==> config.mk <==
export PLATFORM = sky130hd
export DESIGN_NAME = uart_idle_gap_frame_buffer_unit
export DESIGN_NICKNAME = d
export VERILOG_FILES = /design/src/rtl/core/uigfb_pkg.sv /design/src/rtl/core/uart_idle_gap_frame_buffer_unit.sv /design/src/rtl/core/uigfb_ram.sv
export SDC_FILE = /design/constraint.sdc
export NUM_CORES = 1
export LEC_CHECK = 0
export BUFFER_PORTS_ARGS = -buffer_cell sky130_fd_sc_hd__buf_2
export CAP_MARGIN = 20
export CORE_ASPECT_RATIO = 1.75
export CORE_MARGIN = 5
export CORE_UTILIZATION = 52
export CTS_CLUSTER_SIZE = 24
export DETAILED_ROUTE_END_ITERATION = 7
export HOLD_SLACK_MARGIN = 0.15
export PLACE_DENSITY = 0.69
export RECOVER_POWER = 100
export SETUP_SLACK_MARGIN = 0.1
export SKIP_CTS_REPAIR_TIMING = 1
export SLEW_MARGIN = 0
export SYNTH_ARGS = -nofsm -noshare
export SYNTH_HDL_FRONTEND = slang
export SYNTH_HIERARCHICAL = 1
export SYNTH_SLANG_ARGS = --single-unit
==> constraint.sdc <==
create_clock -name clk -period 10.03 [get_ports clk]
set_input_delay 0 -clock clk [delete_from_list [all_inputs] [get_ports clk]]
set_output_delay 0 -clock clk [all_outputs]
set_load 0.05 [all_outputs]
==> src/rtl/core/uigfb_pkg.sv <==
// shared types and constants for the uart idle-gap frame buffer
package uigfb_pkg;

  // input command codes
  typedef enum logic [1:0] {
    CMD_BYTE = 2'd0,
    CMD_TICK = 2'd1,
    CMD_READ = 2'd2,
    CMD_NONE = 2'd3
  } cmd_t;

  // result kind codes
  typedef enum logic [1:0] {
    KIND_NOTICE = 2'd0,
    KIND_DATA   = 2'd1,
    KIND_EMPTY  = 2'd2,
    KIND_RSVD   = 2'd3
  } kind_t;

  localparam int unsigned CMD_W       = 2;
  localparam int unsigned KIND_W      = 2;
  localparam int unsigned BYTE_W      = 8;
  localparam int unsigned LEN_W       = 6;
  localparam int unsigned TIMER_W     = 8;
  localparam int unsigned RESULT_CAP  = 32;
  localparam int unsigned IDX_W       = 5;
  localparam int unsigned CFG_ADDR_W  = 3;
  localparam int unsigned CFG_DATA_W  = 32;
  localparam logic [7:0]  IDLE_LIMIT_RESET = 8'd30;
  localparam logic [7:0]  TIMER_MAX        = 8'hFF;

endpackage

==> src/rtl/core/uart_idle_gap_frame_buffer_unit.sv <==
// top level of the uart idle-gap frame buffer
// Received bytes (cmd 0) are appended to a BUFFER_DEPTH-entry buffer ram and
// dropped once it is full. Tick words (cmd 1) carry elapsed milliseconds; while
// the buffer holds bytes and the count has not moved since the previous tick,
// an idle timer adds them up (saturating at 255) and, the first time it reaches
// idle_limit_ms (register 0, reset 30), one frame-complete notice word is sent
// with the current byte count. A read word (cmd 2) returns up to
// min(max_len, count, 32) buffered bytes, one output word per byte with last on
// the final one, or a single empty-read word; the count and pending flag clear.
// A read of n bytes holds the input stalled through its drain and any output
// stall: the buffer ram's single read port delivers one byte per cycle while
// the output register is free, with its first read issued in the accept cycle.
// Results sit in an output register, so a word is taken whenever the block is
// idle and that register is free or being emptied. The buffer ram is never
// cleared; only entries below the count are read. No clearing pass.
module uart_idle_gap_frame_buffer_unit #(
  parameter int unsigned BUFFER_DEPTH = 32
) (
  input  logic                              clk,
  input  logic                              rst_n,
  // input channel
  input  logic                              in_valid,
  output logic                              in_stall,
  input  logic [uigfb_pkg::CMD_W-1:0]       in_cmd,
  input  logic [uigfb_pkg::BYTE_W-1:0]      in_rx_byte,
  input  logic [uigfb_pkg::TIMER_W-1:0]     in_tick_ms,
  input  logic [uigfb_pkg::BYTE_W-1:0]      in_max_len,
  // result channel
  output logic                              out_valid,
  input  logic                              out_stall,
  output logic [uigfb_pkg::KIND_W-1:0]      out_kind,
  output logic [uigfb_pkg::BYTE_W-1:0]      out_data,
  output logic [uigfb_pkg::LEN_W-1:0]       out_frame_len,
  output logic                              out_last,
  // configuration port
  input  logic                              psel,
  input  logic                              penable,
  input  logic                              pwrite,
  input  logic [uigfb_pkg::CFG_ADDR_W-1:0]  paddr,
  input  logic [uigfb_pkg::CFG_DATA_W-1:0]  pwdata,
  output logic [uigfb_pkg::CFG_DATA_W-1:0]  prdata,
  output logic                              pready
);

  import uigfb_pkg::*;

  // count holds 0..BUFFER_DEPTH, ram address holds 0..BUFFER_DEPTH-1
  localparam int unsigned CW = $clog2(BUFFER_DEPTH + 1);
  localparam int unsigned AW = (BUFFER_DEPTH > 1) ? $clog2(BUFFER_DEPTH) : 1;

  typedef enum logic {
    S_IDLE,
    S_DRAIN
  } state_t;

  state_t              state_r, state_nxt;
  logic [CW-1:0]       byte_count_r, byte_count_nxt;
  logic [CW-1:0]       count_at_tick_r, count_at_tick_nxt;
  logic [TIMER_W-1:0]  idle_time_r, idle_time_nxt;
  logic                frame_pending_r, frame_pending_nxt;
  logic [TIMER_W-1:0]  idle_limit_r;

  // drain progress: index of the byte now on the ram read data
  logic [IDX_W-1:0]    idx_r, idx_nxt;
  logic [LEN_W-1:0]    n_r, n_nxt;

  // output register
  logic                out_valid_r, out_valid_nxt;
  logic [KIND_W-1:0]   out_kind_r, out_kind_nxt;
  logic [BYTE_W-1:0]   out_data_r, out_data_nxt;
  logic [LEN_W-1:0]    out_frame_len_r, out_frame_len_nxt;
  logic                out_last_r, out_last_nxt;

  // buffer ram access
  logic                ram_we;
  logic [AW-1:0]       ram_waddr;
  logic                ram_re;
  logic [AW-1:0]       ram_raddr;
  logic [BYTE_W-1:0]   ram_rdata;

  logic                in_accept;
  logic                out_free;
  logic                buf_full;
  logic [TIMER_W:0]    idle_sum;
  logic [TIMER_W-1:0]  idle_sat;
  logic [8:0]          len9;
  logic [8:0]          cnt9;
  logic [8:0]          take9;
  logic [LEN_W-1:0]    take_n;
  logic [LEN_W-1:0]    idx_inc;
  logic                cfg_wr;

  // configuration port: register 0 at byte address 0, anything at 4 and up is ignored
  assign pready = 1'b1;
  assign cfg_wr = psel && penable && pwrite && pready;
  assign prdata = (paddr[2] == 1'b0) ? {{(CFG_DATA_W-TIMER_W){1'b0}}, idle_limit_r}
                                     : '0;

  always_ff @(posedge clk) begin
    if (!rst_n) begin
      idle_limit_r <= IDLE_LIMIT_RESET;
    end else if (cfg_wr && (paddr[2] == 1'b0)) begin
      idle_limit_r <= pwdata[TIMER_W-1:0];
    end
  end

  // handshake
  assign out_free  = !out_valid_r || !out_stall;
  assign in_stall  = (state_r != S_IDLE) || (out_valid_r && out_stall);
  assign in_accept = in_valid && !in_stall;

  assign buf_full  = (byte_count_r == CW'(BUFFER_DEPTH));

  // saturating idle timer sum
  assign idle_sum  = {1'b0, idle_time_r} + {1'b0, in_tick_ms};
  assign idle_sat  = idle_sum[TIMER_W] ? TIMER_MAX : idle_sum[TIMER_W-1:0];

  // bytes returned by a read: min(max_len, count, result cap)
  assign len9   = {1'b0, in_max_len};
  assign cnt9   = 9'(byte_count_r);
  assign take9  = (len9 < cnt9) ? len9 : cnt9;
  assign take_n = (take9 > 9'(RESULT_CAP)) ? LEN_W'(RESULT_CAP) : take9[LEN_W-1:0];

  assign idx_inc = {1'b0, idx_r} + LEN_W'(1);

  always_comb begin
    state_nxt          = state_r;
    byte_count_nxt     = byte_count_r;
    count_at_tick_nxt  = count_at_tick_r;
    idle_time_nxt      = idle_time_r;
    frame_pending_nxt  = frame_pending_r;
    idx_nxt            = idx_r;
    n_nxt              = n_r;
    out_valid_nxt      = out_valid_r && out_stall;
    out_kind_nxt       = out_kind_r;
    out_data_nxt       = out_data_r;
    out_frame_len_nxt  = out_frame_len_r;
    out_last_nxt       = out_last_r;
    ram_we             = 1'b0;
    ram_waddr          = AW'(byte_count_r);
    ram_re             = 1'b0;
    ram_raddr          = '0;

    case (state_r)
      S_IDLE: begin
        if (in_accept) begin
          case (in_cmd)
            CMD_BYTE: begin
              // append unless full; a full buffer drops the byte
              if (!buf_full) begin
                ram_we         = 1'b1;
                byte_count_nxt = byte_count_r + CW'(1);
              end
            end
            CMD_TICK: begin
              if (byte_count_r == '0) begin
                count_at_tick_nxt = '0;
              end else if (count_at_tick_r != byte_count_r) begin
                // bytes arrived since the last tick: restart the idle timer
                count_at_tick_nxt = byte_count_r;
                idle_time_nxt     = '0;
              end else if (idle_time_r < idle_limit_r) begin
                idle_time_nxt = idle_sat;
                if (idle_sat >= idle_limit_r) begin
                  frame_pending_nxt = 1'b1;
                  out_valid_nxt     = 1'b1;
                  out_kind_nxt      = KIND_NOTICE;
                  out_data_nxt      = '0;
                  out_frame_len_nxt = LEN_W'(byte_count_r);
                  out_last_nxt      = 1'b1;
                end
              end
            end
            CMD_READ: begin
              byte_count_nxt    = '0;
              frame_pending_nxt = 1'b0;
              if (take_n == '0) begin
                out_valid_nxt     = 1'b1;
                out_kind_nxt      = KIND_EMPTY;
                out_data_nxt      = '0;
                out_frame_len_nxt = '0;
                out_last_nxt      = 1'b1;
              end else begin
                // first ram read goes out in the accept cycle
                ram_re    = 1'b1;
                ram_raddr = '0;
                idx_nxt   = '0;
                n_nxt     = take_n;
                state_nxt = S_DRAIN;
              end
            end
            default: begin
            end
          endcase
        end
      end
      S_DRAIN: begin
        // ram read data holds while the output register is blocked
        if (out_free) begin
          out_valid_nxt     = 1'b1;
          out_kind_nxt      = KIND_DATA;
          out_data_nxt      = ram_rdata;
          out_frame_len_nxt = n_r;
          out_last_nxt      = (idx_inc == n_r);
          if (idx_inc == n_r) begin
            state_nxt = S_IDLE;
          end else begin
            ram_re    = 1'b1;
            ram_raddr = AW'(idx_inc);
            idx_nxt   = IDX_W'(idx_inc);
          end
        end
      end
      default: begin
        state_nxt = S_IDLE;
      end
    endcase
  end

  always_ff @(posedge clk) begin
    if (!rst_n) begin
      state_r         <= S_IDLE;
      byte_count_r    <= '0;
      count_at_tick_r <= '0;
      idle_time_r     <= '0;
      frame_pending_r <= 1'b0;
      out_valid_r     <= 1'b0;
    end else begin
      state_r         <= state_nxt;
      byte_count_r    <= byte_count_nxt;
      count_at_tick_r <= count_at_tick_nxt;
      idle_time_r     <= idle_time_nxt;
      frame_pending_r <= frame_pending_nxt;
      out_valid_r     <= out_valid_nxt;
    end
    idx_r           <= idx_nxt;
    n_r             <= n_nxt;
    out_kind_r      <= out_kind_nxt;
    out_data_r      <= out_data_nxt;
    out_frame_len_r <= out_frame_len_nxt;
    out_last_r      <= out_last_nxt;
  end

  uigfb_ram #(
    .WIDTH (BYTE_W),
    .DEPTH (BUFFER_DEPTH)
  ) u_buf_ram (
    .clk   (clk),
    .we    (ram_we),
    .waddr (ram_waddr),
    .wdata (in_rx_byte),
    .re    (ram_re),
    .raddr (ram_raddr),
    .rdata (ram_rdata)
  );

  assign out_valid     = out_valid_r;
  assign out_kind      = out_kind_r;
  assign out_data      = out_data_r;
  assign out_frame_len = out_frame_len_r;
  assign out_last      = out_last_r;

  // a pending frame always has bytes behind it
  a_pending_has_bytes: assert property (@(posedge clk) disable iff (!rst_n)
    frame_pending_r |-> (byte_count_r != '0))
    else $error("frame pending with empty buffer");

  // count never runs past the buffer depth
  a_count_bound: assert property (@(posedge clk) disable iff (!rst_n)
    byte_count_r <= CW'(BUFFER_DEPTH))
    else $error("byte count beyond buffer depth");

  // drain index stays inside the requested length
  a_drain_index: assert property (@(posedge clk) disable iff (!rst_n)
    (state_r == S_DRAIN) |-> (({1'b0, idx_r}) < n_r))
    else $error("drain index out of range");

  // an accepted read empties the buffer count
  a_read_clears: assert property (@(posedge clk) disable iff (!rst_n)
    (in_accept && (in_cmd == CMD_READ)) |=> (byte_count_r == '0))
    else $error("read did not clear byte count");

  // no byte word is written to the ram while a drain is in progress
  a_no_write_in_drain: assert property (@(posedge clk) disable iff (!rst_n)
    (state_r == S_DRAIN) |-> !ram_we)
    else $error("ram write during drain");

endmodule

==> src/rtl/core/uigfb_ram.sv <==
// generic single-port-write, single-port-read ram with registered read data
module uigfb_ram #(
  parameter int unsigned WIDTH = 8,
  parameter int unsigned DEPTH = 32
) (
  input  logic                                 clk,
  input  logic                                 we,
  input  logic [(DEPTH > 1 ? $clog2(DEPTH) : 1)-1:0] waddr,
  input  logic [WIDTH-1:0]                     wdata,
  input  logic                                 re,
  input  logic [(DEPTH > 1 ? $clog2(DEPTH) : 1)-1:0] raddr,
  output logic [WIDTH-1:0]                     rdata
);

  logic [WIDTH-1:0] mem [DEPTH];
  logic [WIDTH-1:0] rdata_r;

  always_ff @(posedge clk) begin
    if (we) begin
      mem[waddr] <= wdata;
    end
    if (re) begin
      rdata_r <= mem[raddr];
    end
  end

  assign rdata = rdata_r;

endmodule

After elaboration in Yosys (flattened, before gate mapping):

Memory sizes are Yosys's and may differ from the RTL's. A register that Yosys moved wholly into a read port is not among the register bits.
Index checks and enable logic that the tools add are counted.

* shift operators: 0
* reduce and logical (&&, ||, !) cells: 22
* $lt $le $gt $ge: 4
* bitwise logic cells: 4
* eq/ne operators: 17
* multipliers: 0
* add/subtract/negate cells: 3
* multiplexer cells: 78
* divide/modulo/power cells: 0

Operators with widths (count)
* 2-to-1 mux 8 bit: 12
* 2-to-1 mux 6 bit: 11
* one-hot mux 6 bit (2 select lines): 3
* 2-to-1 mux 5 bit: 7
* one-hot mux 8 bit (2 select lines): 2
* 2-to-1 mux 1 bit: 26
* one-hot mux 5 bit (2 select lines): 2
* inequality test 3 bit, second input constant: 5
* 2-to-1 mux 2 bit: 7
* logical NOT 6 bit: 2
* one-hot mux 1 bit (2 select lines): 6
* AND reduction 4 bit: 3
* AND reduction 5 bit: 2
* adder 8 x 8 -> 9 bit: 1
* greater-or-equal comparator 8 bit: 1
* greater-than comparator 8 x 6 -> 1 bit, second input constant: 1
* < comparator 8 x 6 -> 1 bit: 1
* < comparator 8 bit: 1
* inequality test 2 bit, second input constant: 4
* one-hot mux 2 bit (2 select lines): 2
* AND reduction 8 bit: 1
* adder 5 x 1 -> 6 bit, second input constant: 1
* adder 6 x 1 -> 6 bit, second input constant: 1
* equality test 6 bit: 1
* 12 further kinds: 25

* output and inout bits: 52
* memory bits (writable): 256
* memories kept: 1
* logic and storage cells: 141
* register bits: 58
* bits in latches: 0
* bits in read-only memories: 0

Memory list
* u_buf_ram.mem: words 32, bits a word 8, rd ports 1, clocked after Yosys merged registers in 1, wr ports 1, line uigfb_ram.sv:15 `logic [WIDTH-1:0] mem [DEPTH];`

Longest topological paths before layout:

* word-level depth: 10
* gate-level depth with buffers: 14

Cells and area by module:

The synthesis kept the hierarchy.

By module, submodules not included
* uigfb_ram: area an instance 10133.5 um^2, cells each 417, times used 1
* uart_idle_gap_frame_buffer_unit: area an instance 3843.7 um^2, cells each 405, times used 1

Worst setup path after synthesis:

OpenSTA, ideal clock, no wires.

* path type: register to register
* start point: reg idle_time_r[0]
* end point: reg out_data_r[0] (netlist: out_data[0]) (enable)
* required time: 9.655 ns
* library setup time: 0.375 ns
* cell stages (with the launch flop): 14
* path slack: 6.342 ns
* buffers on the path: 0
* data arrival time: 3.313 ns
* cell sequence: dfxtp_1 > ha_1 > fa_1 > a211oi_1 > o21ai_0 > a31oi_4 > or2b_2 > ha_1 > o21ai_0 > a21o_1 > a21oi_1 > o21ai_0 > a21boi_1 > o311a_1

* word-level cells in the longest chain between the ends: 5
* elaborated cells on any way between the ends: 7
* classes of those cells: 1 x add/sub; 2 x order compare; 2 x eq/ne; 1 x mux; 1 x reduce/logical

Ends and longest elaborated chain
* from (decl): line uart_idle_gap_frame_buffer_unit.sv:59 `logic [TIMER_W-1:0] idle_time_r, idle_time_nxt;`
* from (signal assigned): line uart_idle_gap_frame_buffer_unit.sv:232 `idle_time_r <= idle_time_nxt;`
* adder 8 x 8 -> 9 bit: line uart_idle_gap_frame_buffer_unit.sv:115 `assign idle_sum = {1'b0, idle_time_r} + {1'b0, in_tick_ms};`
* 2-to-1 mux 8 bit: line uart_idle_gap_frame_buffer_unit.sv:116 `assign idle_sat = idle_sum[TIMER_W] ? TIMER_MAX : idle_sum[TIMER_W-1:0];`
* greater-or-equal comparator 8 bit: line uart_idle_gap_frame_buffer_unit.sv:164 `if (idle_sat >= idle_limit_r) begin`
* inequality test 3 bit (no source line)
* AND reduction 8 bit (no source line) *
* to (signal assigned): line uart_idle_gap_frame_buffer_unit.sv:239 `out_data_r <= out_data_nxt;`
* to (decl): line uart_idle_gap_frame_buffer_unit.sv:70 `logic [BYTE_W-1:0] out_data_r, out_data_nxt;`

Every way passes the cells marked *; elsewhere a longest branch is shown, timed or not.
A chain may end at the register's enable or synchronous reset.

Worst setup path after layout:

* start point: reg idx_r[0]
* end point: reg u_buf_ram.rdata_r[2] (netlist: u_buf_ram/rdata[2]) (read register of u_buf_ram.mem), data pin

* word-level cells in the longest chain between the ends: 5
* elaborated cells on any way between the ends: 8
* classes of those cells: 1 x add/sub; 1 x eq/ne; 6 x mux

Ends and longest elaborated chain
* from (decl): line uart_idle_gap_frame_buffer_unit.sv:64 `logic [IDX_W-1:0] idx_r, idx_nxt;`
* from (signal assigned): line uart_idle_gap_frame_buffer_unit.sv:236 `idx_r <= idx_nxt;`
* adder 5 x 1 -> 6 bit *: line uart_idle_gap_frame_buffer_unit.sv:124 `assign idx_inc = {1'b0, idx_r} + LEN_W'(1);`
* equality test 6 bit: line uart_idle_gap_frame_buffer_unit.sv:205 `if (idx_inc == n_r) begin`
* 2-to-1 mux 5 bit *: line uart_idle_gap_frame_buffer_unit.sv:205
* 2-to-1 mux 5 bit *: line uart_idle_gap_frame_buffer_unit.sv:199 `if (out_free) begin`
* one-hot mux 5 bit (2 select lines) *: line uart_idle_gap_frame_buffer_unit.sv:144 `case (state_r)`
* via ram_raddr[0]: line uart_idle_gap_frame_buffer_unit.sv:78 `logic [AW-1:0] ram_raddr;`
* to (decl): line uigfb_ram.sv:16 `logic [WIDTH-1:0] rdata_r;`

Mark *: on every way through the listed nets, which the timed path passes. The rest lies on a longest branch.

==> impl_metrics.env <==
export IMPL_wirelength_um=27000
export IMPL_clk_pin_slew_worst_paths_ps=70
export IMPL_gp_congestion=0.806
export IMPL_async_flop_share_pct=0
export IMPL_synth_edf_count=292
export IMPL_dr_total_vias=7214
export IMPL_wl_met1_um=9400
export IMPL_crit_chain="ha_1 > xnor2_1 > xnor2_1 > nor3_1 > nand4_1 > nand3_1 > nor2_1 > buf_4 > buf_4 > mux4_2 > mux4_2 > mux2_1"
export IMPL_yosys_top_cells_area="edfxtp_1 63%, mux4_2 13%, dfxtp_1 4.3%"
export IMPL_power_frac_comb_pct=6.2
export IMPL_ys_warn_count=6
export IMPL_setup_tns_ps=0
export IMPL_h_tree_depth=1
export IMPL_fin_crit_sh_pct=67.0
export IMPL_grt_pass1_vias=7433
export IMPL_netlist_area_leader_share_pct=62.7
export IMPL_synth_top_area_cell="edfxtp_1"
export IMPL_maxSlewViolCount=27
export IMPL_wl_per_cell_um=20.9
export IMPL_dr_pass1_iters=4
export IMPL_max_slew_margin_pct=-45.7
export IMPL_min_period_ps=6720
export IMPL_cp_depth=12
export IMPL_io_pins=120
export IMPL_yosys_top_cells_count="292 x edfxtp_1, 80 x mux4_2, 71 x nor2_1"
export IMPL_cp_num_buf_inv=2
export IMPL_seq_power_share_pct=54.9
export IMPL_tightest_slew_ps=2180
export IMPL_dieArea_um2=30400
export IMPL_drv_cap=2
export IMPL_p_total_mw=2.69
export IMPL_met2_length_um=15800
export IMPL_antenna_found_initial=0
export IMPL_n_antenna_cell=0
export IMPL_setup_viol=0
export IMPL_clockRootBuffer="clkbuf_16"
export IMPL_end_kind="register"
export IMPL_grt_max_degree=65
export IMPL_synthesis_instances=822
export IMPL_worstPathMaxFanout=27
export IMPL_min_path_cells=3
export IMPL_vdd_drop_max_uv=123
export IMPL_status="finished with violations"
export IMPL_hold_class="in2reg"
export IMPL_via_per_inst=5.59
export IMPL_worst_setup_path_type="reg2reg"
export IMPL_final_antenna_net_count=0
export IMPL_finalHoldViolCount=0
export IMPL_cts_inserted_buffers=27
export IMPL_rows=79
export IMPL_synth_ff_type="edfxtp_1"
export IMPL_drtIter0Drc=412
export IMPL_yosysMostFrequentCell="edfxtp_1"
export IMPL_area_growth_pct=13.3
export IMPL_ys_types=62
export IMPL_synth_avg_cell_area_um2=17.0
export IMPL_start_util_pct=52.6
export IMPL_route_met3_wl_um=921
export IMPL_io_buffers=68
export IMPL_die_h_um=227
export IMPL_clock_latency_ps=540
export IMPL_crit_required_ps=10300
export IMPL_dpl_cell_count=1187
export IMPL_p_switching_mw=0.569
export IMPL_worstPathArrival_ps=6990
export IMPL_p_int_mw=2.13
export IMPL_crit_family="simple AND/OR/NAND/NOR gates"
export IMPL_dpl_worst_slack_ps=4270
export IMPL_reg2reg_depth=12
export IMPL_dpl_hpwl_um=18700
export IMPL_grt_pass1_wl_um=41100
export IMPL_rsz0062_at_grt="no"
export IMPL_fmax_ghz=0.149
export IMPL_fin_ws_ps=3310
export IMPL_clkPwrFrac_pct=39.0
export IMPL_cts_path_max_buffers=3
export IMPL_finalClockSkew_ps=13.4
export IMPL_violations="max-capacitance violations, max-slew violations"
export IMPL_ys_ff_latch=322
export IMPL_core_area_um2=26600
export IMPL_nets=1049
export IMPL_synth_seq_area_share_pct=67.0
export IMPL_top_layer_used="met4"
export IMPL_cts_tree="yes"
export IMPL_instances_no_fill=1290
export IMPL_die_w_um=134
export IMPL_cts_sink_count=322
export IMPL_synth_area_um2=14000
export IMPL_drive_gt1_share_pct=18.6
export IMPL_start_kind="register"
export IMPL_grt_overflow_total=0
export IMPL_slowest_delay_ps=1720
export IMPL_leakage_nw=5.27
export IMPL_powerDensity_nw_per_um2=170
export IMPL_sw_frac_of_total_pct=21.1
export IMPL_groute_usage_overall_pct=17.8
export IMPL_slowest_stage="nor2_1"
export IMPL_drc=0
==> tightest hold or removal path, cell delays in order <==
cell	delay, ps
buf_2	130
nand2_1	170
nor2_1	160
==> metrics by stage <==
step	hold WS [ps]	utilization [%]	cell area, µm²
6_report	122	59.5	15800
5_1_grt	151	59.5	15800
4_1_cts	-335	57.9	15400
3_5_place_dp	234	54.6	14500
3_3_place_gp	228	54.6	14500
2_1_floorplan	98.9	-	14100
==> power by group through the flow <==
stage / registers, mW / logic, mW / clock network [mW]
after floorplan: 1.52 / 0.105 / 0
after global placement: 1.51 / 0.154 / 0
after detailed placement: 1.51 / 0.158 / 0
after CTS: 1.48 / 0.159 / 1.08
after global routing: 1.48 / 0.181 / 1.13
final: 1.48 / 0.166 / 1.05
==> registers in the layout (all words and copies together) (netlist names) <==
name and cells:
byte_count_r 6, count_at_tick_r 6, idle_limit_r 8, idle_time_r 8, idx_r 5, n_r 6
out_data 8, out_frame_len 6, out_kind 2, out_last 1, out_valid 1, state_r 1
u_buf_ram/mem 256, u_buf_ram/rdata 8
==> per-layer routing <==
layer / up-vias / GRT usage, %
li1: 3394 / -
met1: 3619 / 18.7
met4: 0 / 6.64
met5: - / 0
met2: 161 / 35.8
met3: 40 / 1.87
==> worst paths after layout <==
path / startpoint / end / slack, ps
worst min register to register: count_at_tick_r[2] / count_at_tick_r[2] / 550
worst max register to register: idx_r[0] / u_buf_ram/rdata[2] / 3310
worst max-delay path: idx_r[0] / u_buf_ram/rdata[2] / 3310
worst min-delay path: in_valid / n_r[3] / 120
==> logic make-up after synthesis <==
logic type	after synthesis	synth area share (%)
AO/OA/AOI/OAI	71	3.79
XOR/XNOR	23	1.44
AND/OR/NAND/NOR	191	6.81
other	2	0.0537
adder cells (fa/ha/maj)	35	3.19
multiplexers	102	14.5
buffers and inverters	76	3.14
flip-flops	322	67.0
==> layout by cell type (no fill, tap or decap), types with 19 or more instances in the layout <==
cell	Yosys	routed
edfxtp_1	292	292
mux4_2	80	80
nor2_1	71	69
dlygate4sd3_1	0	53
nand2_1	43	43
clkbuf_1	14	40
ha_1	34	34
buf_2	1	32
dfxtp_1	30	30
clkbuf_16	0	27
conb_1	2	25
nor2b_1	20	20
inv_1	19	19
==> layout make-up <==
cell class,count,area [µm²]
inverters,19,71.3
fillers,1981,10800
clock buffers,29,683
repair buffers,129,878
well taps,324,405
clock inverters,20,210
multi-input cells,447,4210
flip-flops and latches,322,9370
Power figures use the tool's default switching activity.
